--- src/sv/lmsd_pkg.sv ---
`timescale 1ns / 1ps
// ----------------------------------------------------------------------------
// lmsd_pkg
// Shared types and constants of the LED matrix scan driver.
// ----------------------------------------------------------------------------
package lmsd_pkg;

  // Default matrix geometry
  localparam int unsigned RowCountDef    = 7;
  localparam int unsigned ColumnCountDef = 9;

  // Stream field widths
  localparam int unsigned AddrW    = 6;
  localparam int unsigned ByteW    = 8;
  localparam int unsigned InDataW  = 16;  // frame_addr + frame_value, padded
  localparam int unsigned PinCount = 5;
  localparam int unsigned OutDataW = 8;   // five pin levels, padded

  // Request kind carried on the input tuser line
  localparam logic FuncWrite = 1'b0;
  localparam logic FuncTick  = 1'b1;

  // Pin positions inside the pin level vector
  localparam int unsigned PinColData  = 0;
  localparam int unsigned PinColClock = 1;
  localparam int unsigned PinRowData  = 2;
  localparam int unsigned PinRowClock = 3;
  localparam int unsigned PinLatch    = 4;

  localparam logic [ByteW-1:0] ByteInvert = 8'hFF;

  // Scan segment within one column slot
  typedef enum logic [1:0] {
    SEG_COL_BYTE,
    SEG_ROW_BYTE,
    SEG_LATCH_HIGH,
    SEG_LATCH_LOW
  } seg_e;

  // Pin operation performed by one tick
  typedef enum logic [2:0] {
    OP_COL_SET,
    OP_COL_RISE,
    OP_ROW_SET,
    OP_ROW_RISE,
    OP_LATCH_HIGH,
    OP_LATCH_LOW
  } op_e;

  // Tick control handed from the sequencer stage to the pin stage
  typedef struct packed {
    op_e              op;
    logic             cap_store;  // take the byte read from the frame store
    logic             cap_row;    // take the row select byte
    logic [ByteW-1:0] row_byte;
    logic [2:0]       shift;      // bit of the held byte to put on data
  } tick_ctrl_t;

endpackage

--- src/sv/lmsd_frame_store.sv ---
`timescale 1ns / 1ps
// ----------------------------------------------------------------------------
// lmsd_frame_store
// Frame byte memory, one write and one registered read per cycle. Entries
// carry valid bits so that unwritten entries and reads beyond the store
// return zero right after reset.
// ----------------------------------------------------------------------------
module lmsd_frame_store #(
  parameter int unsigned Depth = 63,
  parameter int unsigned AW    = 6
) (
  input  logic                      clk_i,
  input  logic                      rst_ni,
  input  logic                      wr_en_i,
  input  logic [AW-1:0]             wr_addr_i,
  input  logic [lmsd_pkg::ByteW-1:0] wr_data_i,
  input  logic                      rd_en_i,
  input  logic [AW-1:0]             rd_addr_i,
  output logic [lmsd_pkg::ByteW-1:0] rd_data_o
);

  localparam int unsigned MW = (Depth > 1) ? $clog2(Depth) : 1;

  logic [lmsd_pkg::ByteW-1:0] mem [Depth];
  logic [Depth-1:0]           vld_q;
  logic [lmsd_pkg::ByteW-1:0] rd_q;
  logic                       rd_ok_q;
  logic                       wr_hit;
  logic                       rd_hit;
  logic [MW-1:0]              wr_idx;
  logic [MW-1:0]              rd_idx;

  // Drop accesses beyond the store
  assign wr_hit = wr_en_i && (wr_addr_i < AW'(Depth));
  assign rd_hit = rd_addr_i < AW'(Depth);
  assign wr_idx = wr_addr_i[MW-1:0];
  assign rd_idx = rd_addr_i[MW-1:0];

  // Write port
  always_ff @(posedge clk_i) begin
    if (wr_hit) begin
      mem[wr_idx] <= wr_data_i;
    end
  end

  // Registered read port
  always_ff @(posedge clk_i) begin
    if (rd_en_i && rd_hit) begin
      rd_q <= mem[rd_idx];
    end
  end

  // Mark written entries, qualify the read
  always_ff @(posedge clk_i or negedge rst_ni) begin
    if (!rst_ni) begin
      vld_q   <= '0;
      rd_ok_q <= 1'b0;
    end else begin
      if (wr_hit) begin
        vld_q[wr_idx] <= 1'b1;
      end
      if (rd_en_i) begin
        rd_ok_q <= rd_hit && vld_q[rd_idx];
      end
    end
  end

  assign rd_data_o = rd_ok_q ? rd_q : '0;

endmodule

--- src/sv/led_matrix_scan_driver_core.sv ---
`timescale 1ns / 1ps
// ----------------------------------------------------------------------------
// led_matrix_scan_driver_core
// Multiplexed LED matrix refresh: frame byte store plus scan sequencer that
// produces one five-pin snapshot per tick request.
// ----------------------------------------------------------------------------
// Requests enter one per clock while s_axis_tready_o is high. A write request
// (tuser low) stores one frame byte and produces no output; a tick request
// (tuser high) produces exactly one pin snapshot: the accepting edge updates
// the scan counters, registers the frame store read and the tick control, and
// the pin stage then forms the pin levels in the output register.
// With the output side ready the block sustains one request per clock, as the
// input takes one request at a time. The store comes out of reset reading all
// zero at once through per-entry valid bits, so no clearing pass is needed.
// Snapshot bits from the lowest up: column data, column clock, row data, row
// clock, latch.
// ----------------------------------------------------------------------------
module led_matrix_scan_driver_core #(
  parameter int unsigned RowCount    = lmsd_pkg::RowCountDef,
  parameter int unsigned ColumnCount = lmsd_pkg::ColumnCountDef
) (
  input  logic                          clk_i,
  input  logic                          rst_ni,
  input  logic                          s_axis_tvalid_i,
  output logic                          s_axis_tready_o,
  // [5:0] frame_addr, [13:6] frame_value, [15:14] zero
  input  logic [lmsd_pkg::InDataW-1:0]  s_axis_tdata_i,
  // [0] func
  input  logic                          s_axis_tuser_i,
  output logic                          m_axis_tvalid_o,
  input  logic                          m_axis_tready_i,
  // [0] col_data, [1] col_clock, [2] row_data, [3] row_clock,
  // [4] latch_level, [7:5] zero
  output logic [lmsd_pkg::OutDataW-1:0] m_axis_tdata_o
);

  localparam int unsigned StoreSize  = RowCount * ColumnCount;
  localparam int unsigned GroupCount = (ColumnCount + 2) / 3;
  localparam int unsigned RW = (RowCount > 1) ? $clog2(RowCount) : 1;
  localparam int unsigned GW = (GroupCount > 1) ? $clog2(GroupCount) : 1;
  localparam int unsigned SpanW = $clog2(3 * GroupCount * RowCount);
  localparam int unsigned IW = (SpanW > lmsd_pkg::AddrW) ? SpanW : lmsd_pkg::AddrW;
  localparam int unsigned CW = $clog2(ColumnCount);

  // Scan counters
  lmsd_pkg::seg_e   seg_q, seg_d;
  logic [2:0]       bit_q, bit_d;
  logic             half_q, half_d;
  logic [RW-1:0]    row_q, row_d;
  logic [GW-1:0]    grp_q, grp_d;
  logic [1:0]       plc_q, plc_d;

  // Pin stage
  logic                         s1_valid_q;
  lmsd_pkg::tick_ctrl_t         s1_ctrl_q;
  lmsd_pkg::tick_ctrl_t         ctrl_s0;
  logic                         out_valid_q;
  logic [lmsd_pkg::PinCount-1:0] pins_q, pins_d;
  logic [lmsd_pkg::ByteW-1:0]   held_q, held_d;
  logic [lmsd_pkg::ByteW-1:0]   store_rdata;
  logic [lmsd_pkg::ByteW-1:0]   cur_byte;

  logic          in_fire, tick_fire, wr_fire, out_ready, s1_adv;
  logic          shift_start, col_last;
  logic [IW-1:0] rd_idx;
  logic [IW-1:0] pos;
  logic [CW-1:0] col_idx;

  // Handshake: take a request whenever the pin stage can move on
  assign out_ready       = !out_valid_q || m_axis_tready_i;
  assign s1_adv          = s1_valid_q && out_ready;
  assign s_axis_tready_o = !s1_valid_q || out_ready;
  assign in_fire         = s_axis_tvalid_i && s_axis_tready_o;
  assign tick_fire       = in_fire && (s_axis_tuser_i == lmsd_pkg::FuncTick);
  assign wr_fire         = in_fire && (s_axis_tuser_i == lmsd_pkg::FuncWrite);

  assign shift_start = (bit_q == 3'd0) && !half_q;
  assign col_idx     = CW'(grp_q) * CW'(3) + CW'(plc_q);
  assign col_last    = col_idx == CW'(ColumnCount - 1);

  // Column slot order inside a group of three is reversed
  assign pos    = IW'(grp_q) * IW'(3) + IW'(2) - IW'(plc_q);
  assign rd_idx = pos * IW'(RowCount) + IW'(row_q);

  // Next scan state
  always_comb begin
    seg_d  = seg_q;
    bit_d  = bit_q;
    half_d = half_q;
    row_d  = row_q;
    grp_d  = grp_q;
    plc_d  = plc_q;
    unique case (seg_q)
      lmsd_pkg::SEG_COL_BYTE, lmsd_pkg::SEG_ROW_BYTE: begin
        half_d = !half_q;
        if (half_q) begin
          bit_d = bit_q + 3'd1;
        end
      end
      default: ;
    endcase
    priority if (seg_q == lmsd_pkg::SEG_COL_BYTE && half_q && bit_q == 3'd7 &&
                 plc_q == 2'd2) begin
      seg_d = lmsd_pkg::SEG_ROW_BYTE;
    end else if ((seg_q == lmsd_pkg::SEG_COL_BYTE && half_q && bit_q == 3'd7) ||
                 seg_q == lmsd_pkg::SEG_LATCH_LOW) begin
      // Advance to the next column, wrapping into the next row
      seg_d = lmsd_pkg::SEG_COL_BYTE;
      if (col_last) begin
        plc_d = 2'd0;
        grp_d = '0;
        row_d = (row_q == RW'(RowCount - 1)) ? '0 : row_q + RW'(1);
      end else if (plc_q == 2'd2) begin
        plc_d = 2'd0;
        grp_d = grp_q + GW'(1);
      end else begin
        plc_d = plc_q + 2'd1;
      end
    end else if (seg_q == lmsd_pkg::SEG_ROW_BYTE && half_q && bit_q == 3'd7) begin
      seg_d = lmsd_pkg::SEG_LATCH_HIGH;
    end else if (seg_q == lmsd_pkg::SEG_LATCH_HIGH) begin
      seg_d = lmsd_pkg::SEG_LATCH_LOW;
    end else begin
      seg_d = seg_q;
    end
  end

  // Tick control for the pin stage
  always_comb begin
    ctrl_s0.cap_store = 1'b0;
    ctrl_s0.cap_row   = 1'b0;
    ctrl_s0.row_byte  = lmsd_pkg::ByteW'(row_q) + (lmsd_pkg::ByteW'(grp_q) << 3);
    ctrl_s0.shift     = bit_q;
    unique case (seg_q)
      lmsd_pkg::SEG_COL_BYTE: begin
        ctrl_s0.op        = half_q ? lmsd_pkg::OP_COL_RISE : lmsd_pkg::OP_COL_SET;
        ctrl_s0.cap_store = shift_start;
      end
      lmsd_pkg::SEG_ROW_BYTE: begin
        ctrl_s0.op      = half_q ? lmsd_pkg::OP_ROW_RISE : lmsd_pkg::OP_ROW_SET;
        ctrl_s0.cap_row = shift_start;
        ctrl_s0.shift   = 3'd7 - bit_q;
      end
      lmsd_pkg::SEG_LATCH_HIGH: ctrl_s0.op = lmsd_pkg::OP_LATCH_HIGH;
      lmsd_pkg::SEG_LATCH_LOW:  ctrl_s0.op = lmsd_pkg::OP_LATCH_LOW;
      default:                  ctrl_s0.op = lmsd_pkg::OP_LATCH_LOW;
    endcase
  end

  // Scan counters advance on each tick request
  always_ff @(posedge clk_i or negedge rst_ni) begin
    if (!rst_ni) begin
      seg_q  <= lmsd_pkg::SEG_COL_BYTE;
      bit_q  <= 3'd0;
      half_q <= 1'b0;
      row_q  <= '0;
      grp_q  <= '0;
      plc_q  <= 2'd0;
    end else if (tick_fire) begin
      seg_q  <= seg_d;
      bit_q  <= bit_d;
      half_q <= half_d;
      row_q  <= row_d;
      grp_q  <= grp_d;
      plc_q  <= plc_d;
    end
  end

  lmsd_frame_store #(
    .Depth (StoreSize),
    .AW    (IW)
  ) u_store (
    .clk_i     (clk_i),
    .rst_ni    (rst_ni),
    .wr_en_i   (wr_fire),
    .wr_addr_i (IW'(s_axis_tdata_i[lmsd_pkg::AddrW-1:0])),
    .wr_data_i (s_axis_tdata_i[lmsd_pkg::AddrW +: lmsd_pkg::ByteW]),
    .rd_en_i   (tick_fire && ctrl_s0.cap_store),
    .rd_addr_i (rd_idx),
    .rd_data_o (store_rdata)
  );

  // Pick the byte being shifted, then apply the pin operation
  always_comb begin
    priority if (s1_ctrl_q.cap_store) begin
      cur_byte = store_rdata ^ lmsd_pkg::ByteInvert;
    end else if (s1_ctrl_q.cap_row) begin
      cur_byte = s1_ctrl_q.row_byte;
    end else begin
      cur_byte = held_q;
    end
    held_d = cur_byte;
    pins_d = pins_q;
    unique case (s1_ctrl_q.op)
      lmsd_pkg::OP_COL_SET: begin
        pins_d[lmsd_pkg::PinColClock] = 1'b0;
        pins_d[lmsd_pkg::PinColData]  = cur_byte[s1_ctrl_q.shift];
      end
      lmsd_pkg::OP_COL_RISE: pins_d[lmsd_pkg::PinColClock] = 1'b1;
      lmsd_pkg::OP_ROW_SET: begin
        pins_d[lmsd_pkg::PinRowClock] = 1'b0;
        pins_d[lmsd_pkg::PinRowData]  = cur_byte[s1_ctrl_q.shift];
      end
      lmsd_pkg::OP_ROW_RISE:   pins_d[lmsd_pkg::PinRowClock] = 1'b1;
      lmsd_pkg::OP_LATCH_HIGH: pins_d[lmsd_pkg::PinLatch] = 1'b1;
      lmsd_pkg::OP_LATCH_LOW:  pins_d[lmsd_pkg::PinLatch] = 1'b0;
      default:                 pins_d = pins_q;
    endcase
  end

  // Hold the tick control while its store read is in flight
  always_ff @(posedge clk_i) begin
    if (tick_fire) begin
      s1_ctrl_q <= ctrl_s0;
    end
  end

  // Pin stage and output register
  always_ff @(posedge clk_i or negedge rst_ni) begin
    if (!rst_ni) begin
      s1_valid_q  <= 1'b0;
      out_valid_q <= 1'b0;
      pins_q      <= '0;
      held_q      <= '0;
    end else begin
      if (s_axis_tready_o) begin
        s1_valid_q <= tick_fire;
      end
      if (s1_adv) begin
        pins_q      <= pins_d;
        held_q      <= held_d;
        out_valid_q <= 1'b1;
      end else if (m_axis_tready_i) begin
        out_valid_q <= 1'b0;
      end
    end
  end

  assign m_axis_tvalid_o = out_valid_q;
  assign m_axis_tdata_o  = lmsd_pkg::OutDataW'(pins_q);

  // Latch segments only start on a byte boundary
  assert property (@(posedge clk_i) disable iff (!rst_ni)
    (seg_q == lmsd_pkg::SEG_LATCH_HIGH || seg_q == lmsd_pkg::SEG_LATCH_LOW) |->
      (bit_q == 3'd0 && !half_q))
    else $error("latch segment entered mid byte");

  // Scan position stays inside the matrix
  assert property (@(posedge clk_i) disable iff (!rst_ni)
    (plc_q != 2'd3) && (col_idx <= CW'(ColumnCount - 1)) &&
      (row_q <= RW'(RowCount - 1)))
    else $error("scan position out of range");

  // Input stalls only when both stages are full and the output is held
  assert property (@(posedge clk_i) disable iff (!rst_ni)
    !s_axis_tready_o |-> (s1_valid_q && out_valid_q && !m_axis_tready_i))
    else $error("input stalled without cause");

  // A stalled snapshot keeps its pins
  assert property (@(posedge clk_i) disable iff (!rst_ni)
    (m_axis_tvalid_o && !m_axis_tready_i) |=> $stable(pins_q))
    else $error("pending snapshot changed");

endmodule
--- config.mk ---
export PLATFORM = sky130hd
export DESIGN_NAME = led_matrix_scan_driver_core
export DESIGN_NICKNAME = d
export VERILOG_FILES = /design/src/sv/lmsd_pkg.sv /design/src/sv/lmsd_frame_store.sv /design/src/sv/led_matrix_scan_driver_core.sv
export SDC_FILE = /design/constraint.sdc
export NUM_CORES = 1
export LEC_CHECK = 0
export BUFFER_PORTS_ARGS = -buffer_cell sky130_fd_sc_hd__buf_2
export CAP_MARGIN = 20
export CORE_ASPECT_RATIO = 1.4
export CORE_MARGIN = 2
export CORE_UTILIZATION = 40
export CTS_BUF_LIST = sky130_fd_sc_hd__clkbuf_16
export CTS_CLUSTER_SIZE = 8
export DETAILED_ROUTE_END_ITERATION = 6
export PLACE_DENSITY = 0.54
export SETUP_SLACK_MARGIN = 0.05
export SYNTH_ARGS = -nofsm -noshare
export SYNTH_HDL_FRONTEND = slang
export SYNTH_HIERARCHICAL = 1
export SYNTH_SLANG_ARGS = --single-unit
--- constraint.sdc ---
create_clock -name clk_i -period 7.8 [get_ports clk_i]
set_clock_uncertainty 0.1 [all_clocks]
set_input_delay 0 -clock clk_i [delete_from_list [all_inputs] [get_ports clk_i]]
set_output_delay 0 -clock clk_i [all_outputs]
set_load 0.01 [all_outputs]
==> metrics.txt <==
# TYPE chip_impl_metric gauge
chip_impl_metric{name="grt_util_all_layers",unit="%"} 18.33
chip_impl_metric{name="syn_avg_cell_area",unit="um2"} 19.09
chip_impl_metric{name="mappedNetlistArea",unit="mm2"} 0.02510
chip_impl_metric{name="first_global_vias",unit=""} 13130
chip_impl_metric{name="postCtsSetupBuffers",unit=""} 0
chip_impl_info{name="element_type_at_the_critical_path_start",value="flop"} 1
chip_impl_metric{name="antenna-diode-count",unit=""} 0
chip_impl_metric{name="synth_sequential_area_ratio",unit="%"} 71.98
chip_impl_metric{name="rr_worst_depth",unit=""} 15
chip_impl_metric{name="synthDominantCellAreaShare",unit="%"} 62.81
chip_impl_metric{name="ioPinCount",unit=""} 31
chip_impl_metric{name="area_growth_syn_to_layout",unit="%"} 15.17
chip_impl_metric{name="overflow",unit=""} 0
chip_impl_metric{name="dp.cells",unit=""} 2126
chip_impl_info{name="post-synth-top-area-cell",value="edfxtp_1"} 1
chip_impl_metric{name="period_share",unit="%"} 82.38
chip_impl_metric{name="grt_first_pass_wirelength",unit="um"} 87150
chip_impl_info{name="cts_tree",value="done"} 1
chip_impl_metric{name="crit_path_max_incr_delay",unit="ns"} 1.24
chip_impl_metric{name="stdcell_count",unit=""} 2290
chip_impl_metric{name="clock_tree.buffer_depth",unit=""} 3
chip_impl_metric{name="routed_vias",unit=""} 12480
chip_impl_metric{name="fmax",unit="MHz"} 155.6
chip_impl_metric{name="final.fill_count",unit=""} 5150
chip_impl_metric{name="asyncSetResetFlopFracSynth",unit="%"} 14.91
chip_impl_metric{name="slew_violations",unit=""} 0
chip_impl_metric{name="number_of_buffer_cells_added_on_primary_ports",unit=""} 25
chip_impl_metric{name="post-route-drc-count",unit=""} 0
chip_impl_metric{name="post_synth_inst_count",unit=""} 1315
chip_impl_metric{name="dp_hpwl",unit="um"} 35390
chip_impl_metric{name="drt-vias-per-instance",unit=""} 5.450
chip_impl_info{name="layout_commonest_cell",value="edfxtp_1"} 1
chip_impl_metric{name="antenna_found_initial",unit=""} 0
chip_impl_metric{name="drt_pass1_iterations",unit=""} 5
chip_impl_metric{name="timing.critical_path.arrival",unit="ns"} 6.69
chip_impl_metric{name="hold_violations",unit=""} 0
chip_impl_metric{name="die_y",unit="um"} 300.4
chip_impl_metric{name="latest_clock_arrival_within_the_worst_skew_pair",unit="ns"} 0.62
chip_impl_info{name="dominantRegCellSynth",value="edfxtp_1"} 1
chip_impl_info{name="timing.critical_path.to_type",value="flop"} 1
chip_impl_metric{name="synth-edff-count",unit=""} 525
chip_impl_metric{name="cts_htree_levels",unit=""} 3
chip_impl_metric{name="synth_seq_cells",unit=""} 617
chip_impl_metric{name="std_cell_rows",unit=""} 108
chip_impl_metric{name="crit_fanout",unit=""} 23
chip_impl_info{name="layout.cells.most_common_list",value="edfxtp_1 (525), mux4_2 (154), dfrtp_1 (92), clkbuf_16 (90), nor2_1 (78)"} 1
chip_impl_metric{name="fin_setup_tns",unit="ns"} 0
chip_impl_metric{name="timing.hold.worst_path_depth",unit=""} 4
chip_impl_metric{name="postRouteAntennaNets",unit=""} 0
chip_impl_metric{name="total_core_area",unit="mm2"} 0.06202
chip_impl_info{name="grt_setup_unrepaired",value="no"} 1
chip_impl_info{name="hp-class",value="in2reg"} 1
chip_impl_metric{name="start_util",unit="%"} 40.47
chip_impl_info{name="run_status",value="completed"} 1
chip_impl_metric{name="timing.max_slew.rel_slack",unit="%"} 27.12
chip_impl_metric{name="worst_slew_pin_slew",unit="ns"} 1.089
chip_impl_metric{name="pin_count_of_the_biggest_net_entering_global_routing",unit=""} 67
chip_impl_info{name="cpMaxStageDelayCell",value="fa_4"} 1
chip_impl_metric{name="first_iter_violations",unit=""} 1155
chip_impl_metric{name="worst_setup_hold_path_clk_slew",unit="ns"} 0.05
chip_impl_info{name="crit-reg2reg-capture",value="u_store/rd_q[3]$_DFFE_PP_"} 1
chip_impl_info{name="crit_path_end",value="u_store/rd_q[3]$_DFFE_PP_"} 1
chip_impl_metric{name="die_w",unit="um"} 215.7
chip_impl_metric{name="tritoncts_num_sinks",unit=""} 617
chip_impl_metric{name="max-cap-violations",unit=""} 0
chip_impl_info{name="crit_chain",value="inv_1 > ha_1 > fa_1 > inv_1 > ha_1 > fa_1 > inv_1 > fa_1 > inv_1 > fa_1 > fa_4 > buf_4 > mux4_2 > a22oi_1 > nand2_1"} 1
chip_impl_metric{name="yosysWarningCount",unit=""} 6
chip_impl_info{name="clockRootBuffer",value="clkbuf_16"} 1
chip_impl_metric{name="worst-r2r-setup-slack",unit="ns"} 1.37
chip_impl_metric{name="wirelength",unit="um"} 57800
chip_impl_info{name="netlist_top_cells_area",value="edfxtp_1 (63%), mux4_2 (14%), dfrtp_1 (9.2%)"} 1
chip_impl_metric{name="average_routed_wire_per_standard_cell",unit="um"} 25.24
chip_impl_metric{name="drive_above_1_share",unit="%"} 26.42
chip_impl_metric{name="cts-buffers-inserted",unit=""} 87
chip_impl_info{name="critPathLaunch",value="grp_q[0]$_DFFE_PN0P_"} 1
chip_impl_metric{name="cp.required",unit="ns"} 8.06
chip_impl_metric{name="final_net_count",unit=""} 1461
chip_impl_metric{name="gp_routability_congestion",unit=""} 0.7870
chip_impl_info{name="setup_cp_type",value="reg2reg"} 1
chip_impl_metric{name="timing.final.crit_period",unit="ns"} 6.425
chip_impl_metric{name="worst_hold_check_slack",unit="ns"} 0.06880
chip_impl_metric{name="ys_types",unit=""} 61
chip_impl_info{name="crit-reg2reg-launch",value="grp_q[0]$_DFFE_PN0P_"} 1
chip_impl_metric{name="design.die.area",unit="mm2"} 0.06480
chip_impl_metric{name="setup_violators_final",unit=""} 0
## through the flow
stage          worst slack (ns)  cell area (um2)  utilization (%)
3_5_place_dp              1.382            26190            42.22
3_3_place_gp              1.381            26170            42.19
5_1_grt                   1.114            28910            46.61
4_1_cts                   1.373            28800            46.43
6_report                  1.375            28910            46.61
2_1_floorplan             2.219            25110                -
## cells in the mapped netlist (3+ instances only)
cell type  instances
buf_6              4
o211ai_1           3
fa_1               9
clkbuf_1          17
a221o_1            3
buf_2             27
xnor2_1            9
ha_1              22
o21ai_0           14
or2_2             64
o2bb2ai_1          3
nor3_1             3
nand3_1           17
a21oi_1           14
nand2_1           44
buf_4             15
dfrtp_1           92
nor2_1            78
and2_1            13
nor2b_1           20
mux4_2           154
a31oi_1            8
a22o_1             3
edfxtp_1         525
a211oi_1           3
mux2_2            10
o31ai_1            6
inv_1             22
nand3b_1           9
o221ai_1           5
nand2b_1           8
mux2i_1           30
a21o_1             3
a22oi_1           22
## critical path: cells and delay by family (launching register included)
kind	cells	cell delay, ns
fa+ha+maj	7	3.81
mux	1	0.63
buf+inv	5	0.59
flops	1	0.48
compound gates	1	0.43
simple gates	1	0.10
## logic make-up after synthesis
kind of cell / synth area share, %
AOI/OAI and AO/OA: 2.926
xor gates and xnor gates: 0.4736
adders and majority gates: 1.814
buffers and inverters: 1.780
DFF: 71.98
muxes: 15.46
other: 0.01494
and+or+nand+nor: 5.548
## timing repair
action,in CTS,in global routing
hold buffers,11,3
resized for setup,0,0
setup endpoints to repair,0,0
endpoints found under the hold margin,334,149
## worst min path at each step
| stage | start | to | slack [ns] |
|---|---|---|---|
| after global routing | s_axis_tdata_i[5] | u_store/mem[37][1]$_DFFE_PP_ | 0.11 |
| after detailed placement | rst_ni | u_store/vld_q[51]$_DFFE_PN0P_ | -0.08 |
| after global placement | rst_ni | u_store/vld_q[49]$_DFFE_PN0P_ | -0.09 |
| after CTS | s_axis_tuser_i | grp_q[1]$_DFFE_PN0P_ | 0.03 |
| final | s_axis_tuser_i | grp_q[1]$_DFFE_PN0P_ | 0.07 |
| after floorplan | rst_ni | bit_q[0]$_DFFE_PN0P_ | -0.40 |
## per-layer routing
layer / track usage [%] / routed length (um) / share of wire, % / vias to the layer above
met5: 0 / 0 / 0 / -
met4: 6.026 / 1265 / 2.2 / 0
met3: 3.111 / 2803 / 4.8 / 84
met2: 31.73 / 30380 / 53 / 360
met1: 23.57 / 23350 / 40 / 6605
li1: - / - / - / 5431
## state kept, by name (all words and copies together), names as in the netlist
name and cells:
bit_q 3, grp_q 2, half_q 1, held_q 8, m_axis_tvalid_o 1, pins_q 5
plc_q 2, row_q 3, s1_ctrl_q 13, s1_valid_q 1, seg_q 2, u_store/mem 504
u_store/rd_ok_q 1, u_store/rd_q 8, u_store/vld_q 63
## area by class of cell
type / instances / area (um2) / share of cell area (%)
sequential: 617 / 18070 / 62.50
multi-input combinational: 613 / 6653 / 23.01
clock buffer: 90 / 2252 / 7.791
tap: 825 / 1032 / 3.571
timing repair buffer: 68 / 589.3 / 2.039
clock inverter: 55 / 232.7 / 0.8050
inverter: 22 / 82.58 / 0.2857
Power is not shown: default switching activity piles up to over one toggle a cycle in this logic, so the estimate is an artifact.
